**config.mk**
```make
export PLATFORM = sky130hd
export DESIGN_NAME = tlb_page_table_translator_unit_flat
export DESIGN_NICKNAME = d
export VERILOG_FILES = /design/src/hw/rtl/tlbptu_pkg.sv /design/src/hw/rtl/tlbptu_if.sv /design/src/hw/rtl/tlbptu_cell.sv /design/src/hw/rtl/tlbptu_tlb.sv /design/src/hw/rtl/tlbptu_page_map.sv /design/src/hw/rtl/tlb_page_table_translator_unit.sv /design/src/flat_wrapper.sv
export VERILOG_INCLUDE_DIRS = /design/src /design/src/hw/rtl
export SDC_FILE = /design/constraint.sdc
export NUM_CORES = 2
export LEC_CHECK = 0
export ABC_AREA = 1
export BUFFER_PORTS_ARGS = -buffer_cell sky130_fd_sc_hd__buf_2
export CORE_MARGIN = 8
export CORE_UTILIZATION = 35
export DETAILED_ROUTE_END_ITERATION = 6
export PLACE_DENSITY_LB_ADDON = 0.25
export SLEW_MARGIN = 20
export SYNTH_ARGS = -nofsm -noshare
export SYNTH_HDL_FRONTEND = slang
export SYNTH_SLANG_ARGS = --single-unit
```
**constraint.sdc**
```tcl
create_clock -name i_clk -period 11.87 [get_ports i_clk]
set_clock_uncertainty 0.15 [all_clocks]
set_input_delay 1.7805 -clock i_clk [delete_from_list [all_inputs] [get_ports i_clk]]
set_output_delay 1.7805 -clock i_clk [all_outputs]
set_load 0.02 [all_outputs]
```
**src/hw/rtl/tlb_page_table_translator_unit_macros.svh**
```systemverilog
// ------------------------------------------------------------------------
// tlb page table translator assertion macros
// implication and next-cycle checks, empty when synthesized
// ------------------------------------------------------------------------
`ifndef TLB_PAGE_TABLE_TRANSLATOR_UNIT_MACROS_SVH
`define TLB_PAGE_TABLE_TRANSLATOR_UNIT_MACROS_SVH

`ifndef SYNTHESIS
// same-cycle implication
`define TLBPTU_ASSERT_IMPLY(label, clk, rst_n, ante, cons) \
    label: assert property (@(posedge clk) disable iff (!rst_n) (ante) |-> (cons)) \
        else $error("tlbptu assertion failed");
// next-cycle implication
`define TLBPTU_ASSERT_NEXT(label, clk, rst_n, ante, cons) \
    label: assert property (@(posedge clk) disable iff (!rst_n) (ante) |=> (cons)) \
        else $error("tlbptu assertion failed");
`else
`define TLBPTU_ASSERT_IMPLY(label, clk, rst_n, ante, cons)
`define TLBPTU_ASSERT_NEXT(label, clk, rst_n, ante, cons)
`endif

`endif

```
**src/hw/rtl/tlbptu_pkg.sv**
```systemverilog
// ------------------------------------------------------------------------
// tlbptu package
// address split, frame widths, lookup structs and control states
// ------------------------------------------------------------------------
package tlbptu_pkg;

    localparam int ADDR_BITS   = 16;
    localparam int OFFSET_BITS = 8;
    localparam int PAGE_BITS   = ADDR_BITS - OFFSET_BITS;
    localparam int PAGE_COUNT  = 1 << PAGE_BITS;
    localparam int FRAME_BITS  = ADDR_BITS - OFFSET_BITS;
    // free frame counter must be able to hold PAGE_COUNT itself
    localparam int FREE_BITS   = PAGE_BITS + 1;
    localparam int COUNT_BITS  = 32;

    typedef logic [ADDR_BITS-1:0]   t_addr;
    typedef logic [OFFSET_BITS-1:0] t_offset;
    typedef logic [PAGE_BITS-1:0]   t_page;
    typedef logic [FRAME_BITS-1:0]  t_frame;
    typedef logic [FREE_BITS-1:0]   t_free;
    typedef logic [COUNT_BITS-1:0]  t_count;

    typedef struct packed {
        logic   valid;
        t_page  tag;
        t_frame frame;
    } t_tlb_entry;

    typedef struct packed {
        logic   hit;
        t_frame frame;
    } t_tlb_lookup;

    typedef struct packed {
        logic   valid;
        t_frame frame;
    } t_pm_read;

    typedef enum logic {
        ST_IDLE,
        ST_LOOKUP
    } t_state;

endpackage

```
**src/hw/rtl/tlbptu_if.sv**
```systemverilog
// ------------------------------------------------------------------------
// tlbptu channel interfaces
// valid/ready channels for address items and translation items
// ------------------------------------------------------------------------
interface tlbptu_req_if;
    import tlbptu_pkg::*;

    logic  valid;
    logic  ready;
    t_addr virt_addr;

    modport source (output valid, output virt_addr, input ready);
    modport sink (input valid, input virt_addr, output ready);
endinterface

interface tlbptu_rsp_if;
    import tlbptu_pkg::*;

    logic   valid;
    logic   ready;
    t_addr  physical_address;
    logic   tlb_hit;
    logic   page_fault;
    t_count hit_total;
    t_count fault_total;
    t_count translated_total;

    modport source (
        output valid, output physical_address, output tlb_hit, output page_fault,
        output hit_total, output fault_total, output translated_total,
        input ready
    );
    modport sink (
        input valid, input physical_address, input tlb_hit, input page_fault,
        input hit_total, input fault_total, input translated_total,
        output ready
    );
endinterface

```
**src/hw/rtl/tlbptu_cell.sv**
```systemverilog
// ------------------------------------------------------------------------
// tlbptu cell
// one tlb entry: compares its tag, shifts in its neighbor on insert
// ------------------------------------------------------------------------
module tlbptu_cell (
    input  logic                   i_clk,
    input  logic                   i_rst_n,
    input  logic                   i_shift,
    input  tlbptu_pkg::t_page      i_key,
    input  tlbptu_pkg::t_tlb_entry i_prev,
    output tlbptu_pkg::t_tlb_entry o_entry,
    output logic                   o_match
);
    import tlbptu_pkg::*;

    logic   r_valid;
    t_page  r_tag;
    t_frame r_frame;

    always_ff @(posedge i_clk) begin
        if (!i_rst_n) begin
            r_valid <= 1'b0;
        end else if (i_shift) begin
            r_valid <= i_prev.valid;
        end
    end

    always_ff @(posedge i_clk) begin
        if (i_shift) begin
            r_tag   <= i_prev.tag;
            r_frame <= i_prev.frame;
        end
    end

    assign o_entry = '{valid: r_valid, tag: r_tag, frame: r_frame};
    assign o_match = r_valid && (r_tag == i_key);
endmodule

```
**src/hw/rtl/tlbptu_tlb.sv**
```systemverilog
// ------------------------------------------------------------------------
// tlbptu tlb row
// chain of cells, newest entry enters at the head, oldest drops off
// ------------------------------------------------------------------------
module tlbptu_tlb #(
    parameter int TLB_ENTRIES = 16
) (
    input  logic                    i_clk,
    input  logic                    i_rst_n,
    input  logic                    i_insert,
    input  tlbptu_pkg::t_tlb_entry  i_new,
    input  tlbptu_pkg::t_page       i_key,
    output tlbptu_pkg::t_tlb_lookup o_lookup
);
    import tlbptu_pkg::*;

    t_tlb_entry             w_entry [TLB_ENTRIES];
    logic [TLB_ENTRIES-1:0] w_match;

    for (genvar g = 0; g < TLB_ENTRIES; g++) begin : g_cell
        t_tlb_entry w_prev;
        if (g == 0) begin : g_head
            assign w_prev = i_new;
        end else begin : g_body
            assign w_prev = w_entry[g-1];
        end
        tlbptu_cell u_cell (
            .i_clk   (i_clk),
            .i_rst_n (i_rst_n),
            .i_shift (i_insert),
            .i_key   (i_key),
            .i_prev  (w_prev),
            .o_entry (w_entry[g]),
            .o_match (w_match[g])
        );
    end

    // a page sits in at most one cell, so at most one match bit is set
    always_comb begin
        o_lookup = '0;
        for (int k = 0; k < TLB_ENTRIES; k++) begin
            o_lookup.hit   = o_lookup.hit | w_match[k];
            o_lookup.frame = o_lookup.frame | (w_match[k] ? w_entry[k].frame : '0);
        end
    end
endmodule

```
**src/hw/rtl/tlbptu_page_map.sv**
```systemverilog
// ------------------------------------------------------------------------
// tlbptu page map
// page to frame memory with valid flops and in-order frame allocation
// ------------------------------------------------------------------------
module tlbptu_page_map (
    input  logic                 i_clk,
    input  logic                 i_rst_n,
    input  logic                 i_rd_en,
    input  tlbptu_pkg::t_page    i_rd_page,
    output tlbptu_pkg::t_pm_read o_rd,
    input  logic                 i_alloc,
    input  tlbptu_pkg::t_page    i_wr_page,
    output tlbptu_pkg::t_free    o_free_frame
);
    import tlbptu_pkg::*;

    t_frame                r_mem [PAGE_COUNT];
    logic [PAGE_COUNT-1:0] r_valid;
    logic                  r_rd_valid;
    t_frame                r_rd_frame;
    t_free                 r_free;
    t_free                 n_free;

    assign n_free = r_free + 1'b1;

    always_ff @(posedge i_clk) begin
        if (!i_rst_n) begin
            r_valid    <= '0;
            r_rd_valid <= 1'b0;
            r_free     <= '0;
        end else begin
            if (i_rd_en) begin
                r_rd_valid <= r_valid[i_rd_page];
            end
            if (i_alloc) begin
                r_valid[i_wr_page] <= 1'b1;
                r_free             <= n_free;
            end
        end
    end

    always_ff @(posedge i_clk) begin
        if (i_rd_en) begin
            r_rd_frame <= r_mem[i_rd_page];
        end
        if (i_alloc) begin
            r_mem[i_wr_page] <= r_free[FRAME_BITS-1:0];
        end
    end

    assign o_rd         = '{valid: r_rd_valid, frame: r_rd_frame};
    assign o_free_frame = r_free;
endmodule

```
**src/hw/rtl/tlb_page_table_translator_unit.sv**
```systemverilog
// ------------------------------------------------------------------------
// tlb page table translator unit
// address translation through a fifo tlb with demand paging
// ------------------------------------------------------------------------
//
// channel   dir  payload
// i_req     in   virt_addr (page in 15:8, offset in 7:0)
// o_rsp     out  physical_address, tlb_hit, page_fault, three running totals
//
// per item, the accept cycle reads the page map memory, the
// lookup cycle matches the tlb cells, resolves the frame and writes back
// no clearing pass after reset, page map and tlb valid bits are flops
// a result waits in the output register while the next item is accepted;
// that item's lookup cycle holds until the output register is free
// ------------------------------------------------------------------------
`include "tlb_page_table_translator_unit_macros.svh"

module tlb_page_table_translator_unit #(
    parameter int TLB_ENTRIES = 16
) (
    input  logic                 i_clk,
    input  logic                 i_rst_n,
    tlbptu_req_if.sink           i_req,
    tlbptu_rsp_if.source         o_rsp
);
    import tlbptu_pkg::*;

    // control
    t_state r_state;
    t_state n_state;
    logic   w_accept;
    logic   w_fire;

    // item held between accept and lookup
    t_page   r_page;
    t_offset r_off;

    // lookup results
    t_tlb_lookup w_lookup;
    t_pm_read    w_pm;
    t_free       w_free_frame;
    logic        w_fault;
    t_frame      w_frame;
    t_tlb_entry  w_new;

    // running counts, also the totals of the result item
    t_count r_hit_cnt;
    t_count r_fault_cnt;
    t_count r_addr_cnt;

    // output register
    logic  r_out_valid;
    t_addr r_phys;
    logic  r_hit;
    logic  r_fault;

    assign w_accept = i_req.valid && i_req.ready;

    // ready and lookup completion
    always_comb begin
        i_req.ready = (r_state == ST_IDLE);
        w_fire      = (r_state == ST_LOOKUP) && (!r_out_valid || o_rsp.ready);
    end

    // next state
    always_comb begin
        n_state = r_state;
        case (r_state)
            ST_IDLE: begin
                if (w_accept) begin
                    n_state = ST_LOOKUP;
                end
            end
            ST_LOOKUP: begin
                if (w_fire) begin
                    n_state = ST_IDLE;
                end
            end
            default: n_state = ST_IDLE;
        endcase
    end

    // tlb row: searched with the held page, new entry shifted in on a miss
    tlbptu_tlb #(
        .TLB_ENTRIES (TLB_ENTRIES)
    ) u_tlb (
        .i_clk    (i_clk),
        .i_rst_n  (i_rst_n),
        .i_insert (w_fire && !w_lookup.hit),
        .i_new    (w_new),
        .i_key    (r_page),
        .o_lookup (w_lookup)
    );

    // page map: read on accept, written on a fault
    tlbptu_page_map u_page_map (
        .i_clk        (i_clk),
        .i_rst_n      (i_rst_n),
        .i_rd_en      (w_accept),
        .i_rd_page    (i_req.virt_addr[ADDR_BITS-1:OFFSET_BITS]),
        .o_rd         (w_pm),
        .i_alloc      (w_fire && w_fault),
        .i_wr_page    (r_page),
        .o_free_frame (w_free_frame)
    );

    // frame choice: tlb hit, then mapped page, then a freshly allocated frame
    always_comb begin
        w_fault = !w_lookup.hit && !w_pm.valid;
        if (w_lookup.hit) begin
            w_frame = w_lookup.frame;
        end else if (w_pm.valid) begin
            w_frame = w_pm.frame;
        end else begin
            w_frame = w_free_frame[FRAME_BITS-1:0];
        end
        w_new = '{valid: 1'b1, tag: r_page, frame: w_frame};
    end

    always_ff @(posedge i_clk) begin
        if (!i_rst_n) begin
            r_state     <= ST_IDLE;
            r_out_valid <= 1'b0;
            r_hit_cnt   <= '0;
            r_fault_cnt <= '0;
            r_addr_cnt  <= '0;
        end else begin
            r_state <= n_state;
            if (w_fire) begin
                r_out_valid <= 1'b1;
                r_addr_cnt  <= r_addr_cnt + 1'b1;
                if (w_lookup.hit) begin
                    r_hit_cnt <= r_hit_cnt + 1'b1;
                end
                if (w_fault) begin
                    r_fault_cnt <= r_fault_cnt + 1'b1;
                end
            end else if (o_rsp.ready) begin
                r_out_valid <= 1'b0;
            end
        end
    end

    always_ff @(posedge i_clk) begin
        if (w_accept) begin
            r_page <= i_req.virt_addr[ADDR_BITS-1:OFFSET_BITS];
            r_off  <= i_req.virt_addr[OFFSET_BITS-1:0];
        end
        if (w_fire) begin
            r_phys  <= {w_frame, r_off};
            r_hit   <= w_lookup.hit;
            r_fault <= w_fault;
        end
    end

    assign o_rsp.valid            = r_out_valid;
    assign o_rsp.physical_address = r_phys;
    assign o_rsp.tlb_hit          = r_hit;
    assign o_rsp.page_fault       = r_fault;
    assign o_rsp.hit_total        = r_hit_cnt;
    assign o_rsp.fault_total      = r_fault_cnt;
    assign o_rsp.translated_total = r_addr_cnt;

    // a hit never faults
    `TLBPTU_ASSERT_IMPLY(a_hit_no_fault, i_clk, i_rst_n, o_rsp.valid, !(r_hit && r_fault))
    // an accepted item always goes to the lookup cycle
    `TLBPTU_ASSERT_NEXT(a_accept_lookup, i_clk, i_rst_n, w_accept, r_state == ST_LOOKUP)
    // a finished lookup leaves a result waiting
    `TLBPTU_ASSERT_NEXT(a_fire_result, i_clk, i_rst_n, w_fire, r_out_valid && r_state == ST_IDLE)
    // each fault takes exactly the next frame in order
    `TLBPTU_ASSERT_NEXT(a_fault_alloc, i_clk, i_rst_n, w_fire && w_fault, w_free_frame == $past(w_free_frame) + 1'b1)
endmodule

```
**src/flat_wrapper.sv**
```systemverilog
// flat-port wrapper written by rule: the top's interface ports become plain ports
module tlb_page_table_translator_unit_flat import tlbptu_pkg::*;
#(
    parameter int TLB_ENTRIES = 16
)
  (i_clk, i_rst_n, i_req_valid, i_req_virt_addr, i_req_ready, o_rsp_valid, o_rsp_physical_address, o_rsp_tlb_hit, o_rsp_page_fault, o_rsp_hit_total, o_rsp_fault_total, o_rsp_translated_total, o_rsp_ready);
  tlbptu_req_if i_req_i ();
  tlbptu_rsp_if o_rsp_i ();
  input  logic i_clk;
  input  logic i_rst_n;
  input wire logic [$bits(i_req_i.valid)-1:0] i_req_valid;
  input wire logic [$bits(i_req_i.virt_addr)-1:0] i_req_virt_addr;
  output wire logic [$bits(i_req_i.ready)-1:0] i_req_ready;
  output wire logic [$bits(o_rsp_i.valid)-1:0] o_rsp_valid;
  output wire logic [$bits(o_rsp_i.physical_address)-1:0] o_rsp_physical_address;
  output wire logic [$bits(o_rsp_i.tlb_hit)-1:0] o_rsp_tlb_hit;
  output wire logic [$bits(o_rsp_i.page_fault)-1:0] o_rsp_page_fault;
  output wire logic [$bits(o_rsp_i.hit_total)-1:0] o_rsp_hit_total;
  output wire logic [$bits(o_rsp_i.fault_total)-1:0] o_rsp_fault_total;
  output wire logic [$bits(o_rsp_i.translated_total)-1:0] o_rsp_translated_total;
  input wire logic [$bits(o_rsp_i.ready)-1:0] o_rsp_ready;
  assign i_req_i.valid = i_req_valid;
  assign i_req_i.virt_addr = i_req_virt_addr;
  assign i_req_ready = i_req_i.ready;
  assign o_rsp_valid = o_rsp_i.valid;
  assign o_rsp_physical_address = o_rsp_i.physical_address;
  assign o_rsp_tlb_hit = o_rsp_i.tlb_hit;
  assign o_rsp_page_fault = o_rsp_i.page_fault;
  assign o_rsp_hit_total = o_rsp_i.hit_total;
  assign o_rsp_fault_total = o_rsp_i.fault_total;
  assign o_rsp_translated_total = o_rsp_i.translated_total;
  assign o_rsp_i.ready = o_rsp_ready;
  tlb_page_table_translator_unit #(.TLB_ENTRIES(TLB_ENTRIES)) u_core (.i_clk(i_clk), .i_rst_n(i_rst_n), .i_req(i_req_i), .o_rsp(o_rsp_i));
endmodule
```
==> After elaboration in Yosys (flattened, before gate mapping) <==
Memory sizes are Yosys's and may differ from the RTL's. A register that Yosys moved wholly into a read port is not among the register bits.
Index checks and enable logic that the tools add are counted.
{ "word_totals": {"memories": 1, "regBits": 670, "out_inout_bits": 116, "input_bits": 20, "ram_bits": 2048, "elab_cells": 175} }
{ "mem_list": {"columns": ["name", "depth", "width", "read_ports", "rd_clocked_by_memory_dff", "wr", "line_no", "text"], "rows": [
  ["u_core.u_page_map.r_mem", 256, 8, 1, 1, 1, "tlbptu_page_map.sv:17", "t_frame r_mem [PAGE_COUNT];"]
]} }
{ "classes": {"magnitude_cmp": 3, "reduce_logical": 29, "eq_ne": 16, "muxes": 29, "n_bitwise": 32, "add_sub_neg": 4} }
{ "ops": {"columns": ["operator", "n"], "rows": [
  ["OR 256 bit", 1],
  ["two-way mux 8 bit", 18],
  ["equality test 8 bit", 16],
  ["OR 8 bit", 15],
  ["adder 32 x 1 -> 32 bit, second input constant", 3],
  ["logical AND 1 bit", 22],
  ["less-than comparator 8 x 9 -> 1 bit, second input constant", 2],
  ["OR 1 bit", 15],
  ["adder 9 x 1 -> 9 bit, second input constant", 1],
  ["binary-select mux 1 bit (select 8 bit)", 1],
  ["demux 1 bit (select 8 bit)", 1],
  ["greater-or-equal comparator 8 x 1 -> 1 bit, second input constant", 1],
  ["two-way mux 1 bit", 8],
  ["AND reduction 2 bit", 2],
  ["logical NOT 1 bit", 3],
  ["case mux 1 bit (2 select lines)", 1],
  ["nonzero test 2 bit", 1],
  ["logical OR 1 bit", 1],
  ["NOT 1 bit", 1]
]} }

==> Depth between registers and ports, before layout <==
{ "logic_depth": {"depth_word": 22, "mapped_depth": 19, "ltp_nobuf": 15} }

==> By module <==
From an unflattened synthesis, not the netlist that was laid out.
{ "hier_totals": {"cells_unflattened": 10058, "area_unflattened_um2": 110656.1} }
{ "by_module_without_submodules": {"columns": ["module", "cells_each", "instances", "area_per_inst_um2", "seq_area_each_um2"], "rows": [
  ["tlbptu_page_map", 7945, 1, 92115.8, 67064.3],
  ["tlbptu_cell", 56, 16, 671.9, 500.5],
  ["tlb_page_table_translator_unit", 906, 1, 6507.5, 2982.9],
  ["tlbptu_tlb", 311, 1, 1282.5, 0.0]
]} }

==> Worst setup path before layout <==
OpenSTA, ideal clock, no wires.
{ "synth_timing": {"path_kind": "input to register", "start": "in o_rsp_ready", "end": "reg u_core.u_tlb.g_cell[0].u_cell.r_frame[0], enable pin", "required_time_ns": 11.213, "slack_ns": 5.842, "stages": 7, "path_buffers": 1, "t_arrival_ns": 5.371, "path_cell_list": "inv_1 -> nand2_1 -> nand2_1 -> inv_1 -> nand2_4 -> inv_1 -> buf_2"} }
{ "synth_between": {"elab_chain_cells": 3} }
{ "synth_rtl": {"columns": ["item", "line_no", "text"], "rows": [
  ["start, declared", "flat_wrapper.sv:21", "input wire logic [$bits(o_rsp_i.ready)-1:0] o_rsp_ready;"],
  ["logical OR 1 bit", "tlb_page_table_translator_unit.sv:62", "w_fire = (r_state == ST_LOOKUP) && (!r_out_valid || o_rsp.ready);"],
  ["logical AND 1 bit", "tlb_page_table_translator_unit.sv:62", null],
  ["logical AND 1 bit", "tlb_page_table_translator_unit.sv:89", ".i_insert (w_fire && !w_lookup.hit),"],
  ["named net u_core.u_tlb.g_cell[0].u_cell.i_shift", "tlbptu_cell.sv:8", "input logic i_shift,"],
  ["end signal, assigned", "tlbptu_cell.sv:31", "r_frame <= i_prev.frame;"],
  ["end, declared", "tlbptu_cell.sv:18", "t_frame r_frame;"]
]} }
The timed path passes the listed nets, and every way through them passes these cells.
A chain may end at the register's enable or synchronous reset.

==> Worst setup path after layout <==
{ "layout_timing": {"start": "reg u_core.r_page[2]", "end": "mem u_core.u_page_map.r_mem[76][0] (netlist name), enable pin"} }
{ "layout_between": {"elab_chain_cells": 22} }
{ "layout_rtl": {"columns": ["item", "line_no", "text"], "rows": [
  ["start, declared", "tlb_page_table_translator_unit.sv:35", "t_page r_page;"],
  ["start signal, assigned", "tlb_page_table_translator_unit.sv:146", "r_page <= i_req.virt_addr[ADDR_BITS-1:OFFSET_BITS];"],
  ["equality test 8 bit", "tlbptu_cell.sv:36", "assign o_match = r_valid && (r_tag == i_key);"],
  ["logical AND 1 bit", "tlbptu_cell.sv:36", null],
  ["OR 1 bit (15 in a row)", "tlbptu_tlb.sv:42", "o_lookup.hit = o_lookup.hit | w_match[k];"],
  ["logical NOT 1 bit", "tlb_page_table_translator_unit.sv:109", "w_fault = !w_lookup.hit && !w_pm.valid;"],
  ["logical AND 1 bit", "tlb_page_table_translator_unit.sv:109", null],
  ["logical AND 1 bit", "tlb_page_table_translator_unit.sv:102", ".i_alloc (w_fire && w_fault),"],
  ["two-way mux 1 bit", "tlbptu_page_map.sv:46", "if (i_alloc) begin"],
  ["two-way mux 1 bit (implied by the code)", "tlbptu_page_map.sv:47", "r_mem[i_wr_page] <= r_free[FRAME_BITS-1:0];"],
  ["end, declared", "tlbptu_page_map.sv:17", null]
]} }
Parallel ways exist; a longest one is shown, timed or not.

==> flow_summary.toml <==
[cells_and_area]
mostFrequentLayoutCells = "2346 x edfxtp_1, 1531 x nand2_1, 1460 x nor2_1"
multiInputGateArea_um2 = 31640
syn_to_final_growth_pct = 11.88
drive_gt1_share_pct = 6.888
final-seq-area_um2 = 78060
fin_nets = 10232
fillCellCount = 30935
final_core_util_pct = 39.35
layout_commonest_cell = "edfxtp_1"

[clock_network]
clock_sinks = 2725
root_buffer = "clkbuf_16"
cts_buffers = 290
cts_tree = "yes"
postCtsSetupRepairBufs = 0
clk_pin_slew_ns = 0.06
clk_path_buf_depth = 4
ctsHoldBuffers = 0
insertion_delay_ns = 0.88
post_cts_resized = 0
h-tree-depth = 5

[global_routing]
grt_max_degree = 220
antenna_found_initial = 13
grt_pass1_wl_mm = 521.8
grt_usage_pct = 19.49
grt_pass1_vias = 79425
grt-ovfl-total = 0

[setup_path]
reg2reg_depth = 15
crit_required_ns = 12.22
critPathCaptureType = "register"
timing.critical_path.cells = "inv_2, o21ai_0, nor2_1, and2_1, nand3_1, nand2_1, nor2_1, nand2_1, nor2_4, buf_12, nand2_4, nor2_4, buf_4, nand2_1, nor2_1"
cp_slowest_stage_delay_ns = 0.80
critical_path_class = "reg -> reg"
crit_path_start = "u_core.r_page[2]"
cp_max_fo = 145
setup.worst_path.start_class = "register"
arrival_ns = 6.51
r2r_start = "u_core.r_page[2]"
crit_buf_inv = 3
slowest_stage = "edfxtp_1"
crit_cells = 15
worst_path_dominant_cell_family = "simple AND/OR/NAND/NOR gates"

[route]
drc = 0
vias = 82415
ant_nets = 0
wl_per_cell_um = 23.94
drt-pass1-iter-count = 7
drt_iter0_drc = 9694
wirelength_mm = 353.5
vias_per_cell = 5.581

[synthesis]
synth_area_um2 = 114000
ys_ff_latch = 2725
ys.warnings.count = 0
synth_edf_count = 2346
synth_fp_nets = 10473
syn-instance-count = 10449
ys.flop_type = "edfxtp_1"
synth.distinct_cells = 45
syn_area_per_cell_um2 = 10.91
seq_area_frac_synth_pct = 68.48
ys_async_sr_fraction_pct = 0

[sta]
hold_violations = 0
tightest_slew_ns = 1.262
fin_ws_ns = 5.711
setup_viol = 0
fin_hold_ws_ns = 0.2703
min_period_ns = 6.159
fin_crit_sh_pct = 51.89
max_slew_margin_pct = 15.90
rsz0062_at_grt = "no"
setup-tns-final_ns = 0
fmax_mhz = 162.4
maxSlewViolCount = 0

[die]
design.core.area_um2 = 324000
row_count = 209
initial_utilization_pct = 35.17
pin_count = 136
die_area_um2 = 344100
die_w_um = 586.6
fp.dieH_um = 586.6

[place]
gp_congestion = 0.8653
io_buffer_count = 135
post-dp-hpwl_mm = 197.7
post-place-ws_ns = 5.335

[power]
vdd_drop_max_uv = 119.6
total_power_w = 0.02074
leakage_nw = 43.71
p_per_area_nw_per_um2 = 162.7

[job]
maxCapViolCount = 0

[min_path]
whs_path_depth = 0
hold_path_class = "reg -> reg"
hp-start = "u_core.r_off[5]"

[run_status]
outcome = "completed"
==> state kept, by name, indices dropped and copies added (netlist names), 16 cells and up <==
register	count
u_core.u_page_map.r_valid	256
u_core.o_rsp.physical_address	16
u_core.u_page_map.r_mem	2048
u_core.u_tlb.g_cell.u_cell.r_frame	128
u_core.o_rsp.translated_total	32
u_core.u_tlb.g_cell.u_cell.r_valid	16
u_core.o_rsp.fault_total	32
u_core.o_rsp.hit_total	32
u_core.u_tlb.g_cell.u_cell.r_tag	128
==> kinds of logic (layout without fill, tap and decap cells) <==
logic type                 after synthesis  after routing  share of synthesized area, %
and+or+nand+nor                       4293           4293                         16.01
xor gates and xnor gates               109            109                        0.8377
other                                    0              3                             0
DFF                                   2725           2725                         68.48
AOI/OAI and AO/OA                     2208           2208                         10.80
adders and majority gates                4              4                       0.04392
buffers and inverters                 1110           1099                         3.833
==> power breakdown <==
part           total (W)  switching, W  internal [W]
Sequential        0.0105     0.0000693        0.0104
Combinational    0.00121      0.000945      0.000266
Clock            0.00904       0.00383       0.00521
Total             0.0207       0.00484        0.0159
==> Yosys cell counts (2+ instances only) <==
master | count | area [µm²]
nor4_1 | 20 | 125.1
or2_1 | 13 | 81.33
or2_0 | 2 | 12.51
nor2_2 | 2 | 12.51
a21boi_0 | 3 | 22.52
buf_1 | 118 | 442.9
dfxtp_1 | 379 | 7587
nand2_1 | 1546 | 5803
a21oi_1 | 362 | 1812
edfxtp_1 | 2346 | 70450
inv_2 | 10 | 37.54
xnor2_1 | 33 | 289.0
buf_4 | 10 | 75.07
or2_2 | 3 | 18.77
clkbuf_1 | 533 | 2001
nor2_4 | 2 | 22.52
buf_6 | 2 | 22.52
o21ai_1 | 4 | 20.02
clkinv_1 | 19 | 71.32
a211oi_1 | 3 | 22.52
nor3_1 | 67 | 335.3
nor3b_1 | 8 | 60.06
nand4_1 | 321 | 2008
ha_1 | 4 | 50.05
inv_1 | 299 | 1122
buf_2 | 119 | 595.6
a22o_1 | 5 | 43.79
o21bai_1 | 215 | 1614
o21ai_0 | 1083 | 5420
o211ai_1 | 7 | 52.55
nand3b_1 | 3 | 22.52
xor2_1 | 76 | 665.6
nor2_1 | 1460 | 5480
o22ai_1 | 522 | 3266
nand3_1 | 840 | 4204
==> worst register-to-register path: stages (launching register included) <==
cell and delay (ns):
edfxtp_1 0.80, inv_2 0.29, o21ai_0 0.24, nor2_1 0.05, and2_1 0.15, nand3_1 0.50, nand2_1 0.13, nor2_1 0.20
nand2_1 0.13, nor2_4 0.12, buf_12 0.42, nand2_4 0.44, nor2_4 0.16, buf_4 0.49, nand2_1 0.73, nor2_1 0.78
==> cell type report <==
| class | count | area share, % |
|---|---|---|
| clock inverters | 159 | 1.207 |
| inverters | 328 | 1.012 |
| flip-flops and latches | 2725 | 61.23 |
| repair buffers | 249 | 1.383 |
| clock buffers | 363 | 6.098 |
| well taps | 4325 | 4.245 |
| diodes | 3 | 0.005888 |
| multi-input cells | 6614 | 24.82 |
==> worst paths after layout <==
| check | to | slack [ns] |
|---|---|---|
| max | u_core.u_page_map.r_mem[76][0] | 5.71 |
| min | u_core.o_rsp.physical_address[5] | 0.27 |
| max reg2reg | u_core.u_page_map.r_mem[76][0] | 5.71 |
| min reg2reg | u_core.o_rsp.physical_address[5] | 0.27 |
==> metal layers <==
| layer | share of wire, % | wire [µm] | track usage [%] | up-vias |
|---|---|---|---|---|
| met5 | 0.0048 | 17 | 0 | - |
| met4 | 3.9 | 13830 | 7.533 | 4 |
| met3 | 8.3 | 29450 | 3.388 | 700 |
| met2 | 45 | 159000 | 30.55 | 3734 |
| met1 | 43 | 151200 | 27.01 | 41019 |
| li1 | - | - | - | 36958 |
==> metrics by stage <==
stage          instances  instance area [µm²]
2_1_floorplan      10449               114000
3_3_place_gp       14237               118100
3_5_place_dp       14238               118100
4_1_cts            14760               127400
5_1_grt            14765               127500
6_report           14766               127500
Note: power is estimated with default switching activity, not from simulation.
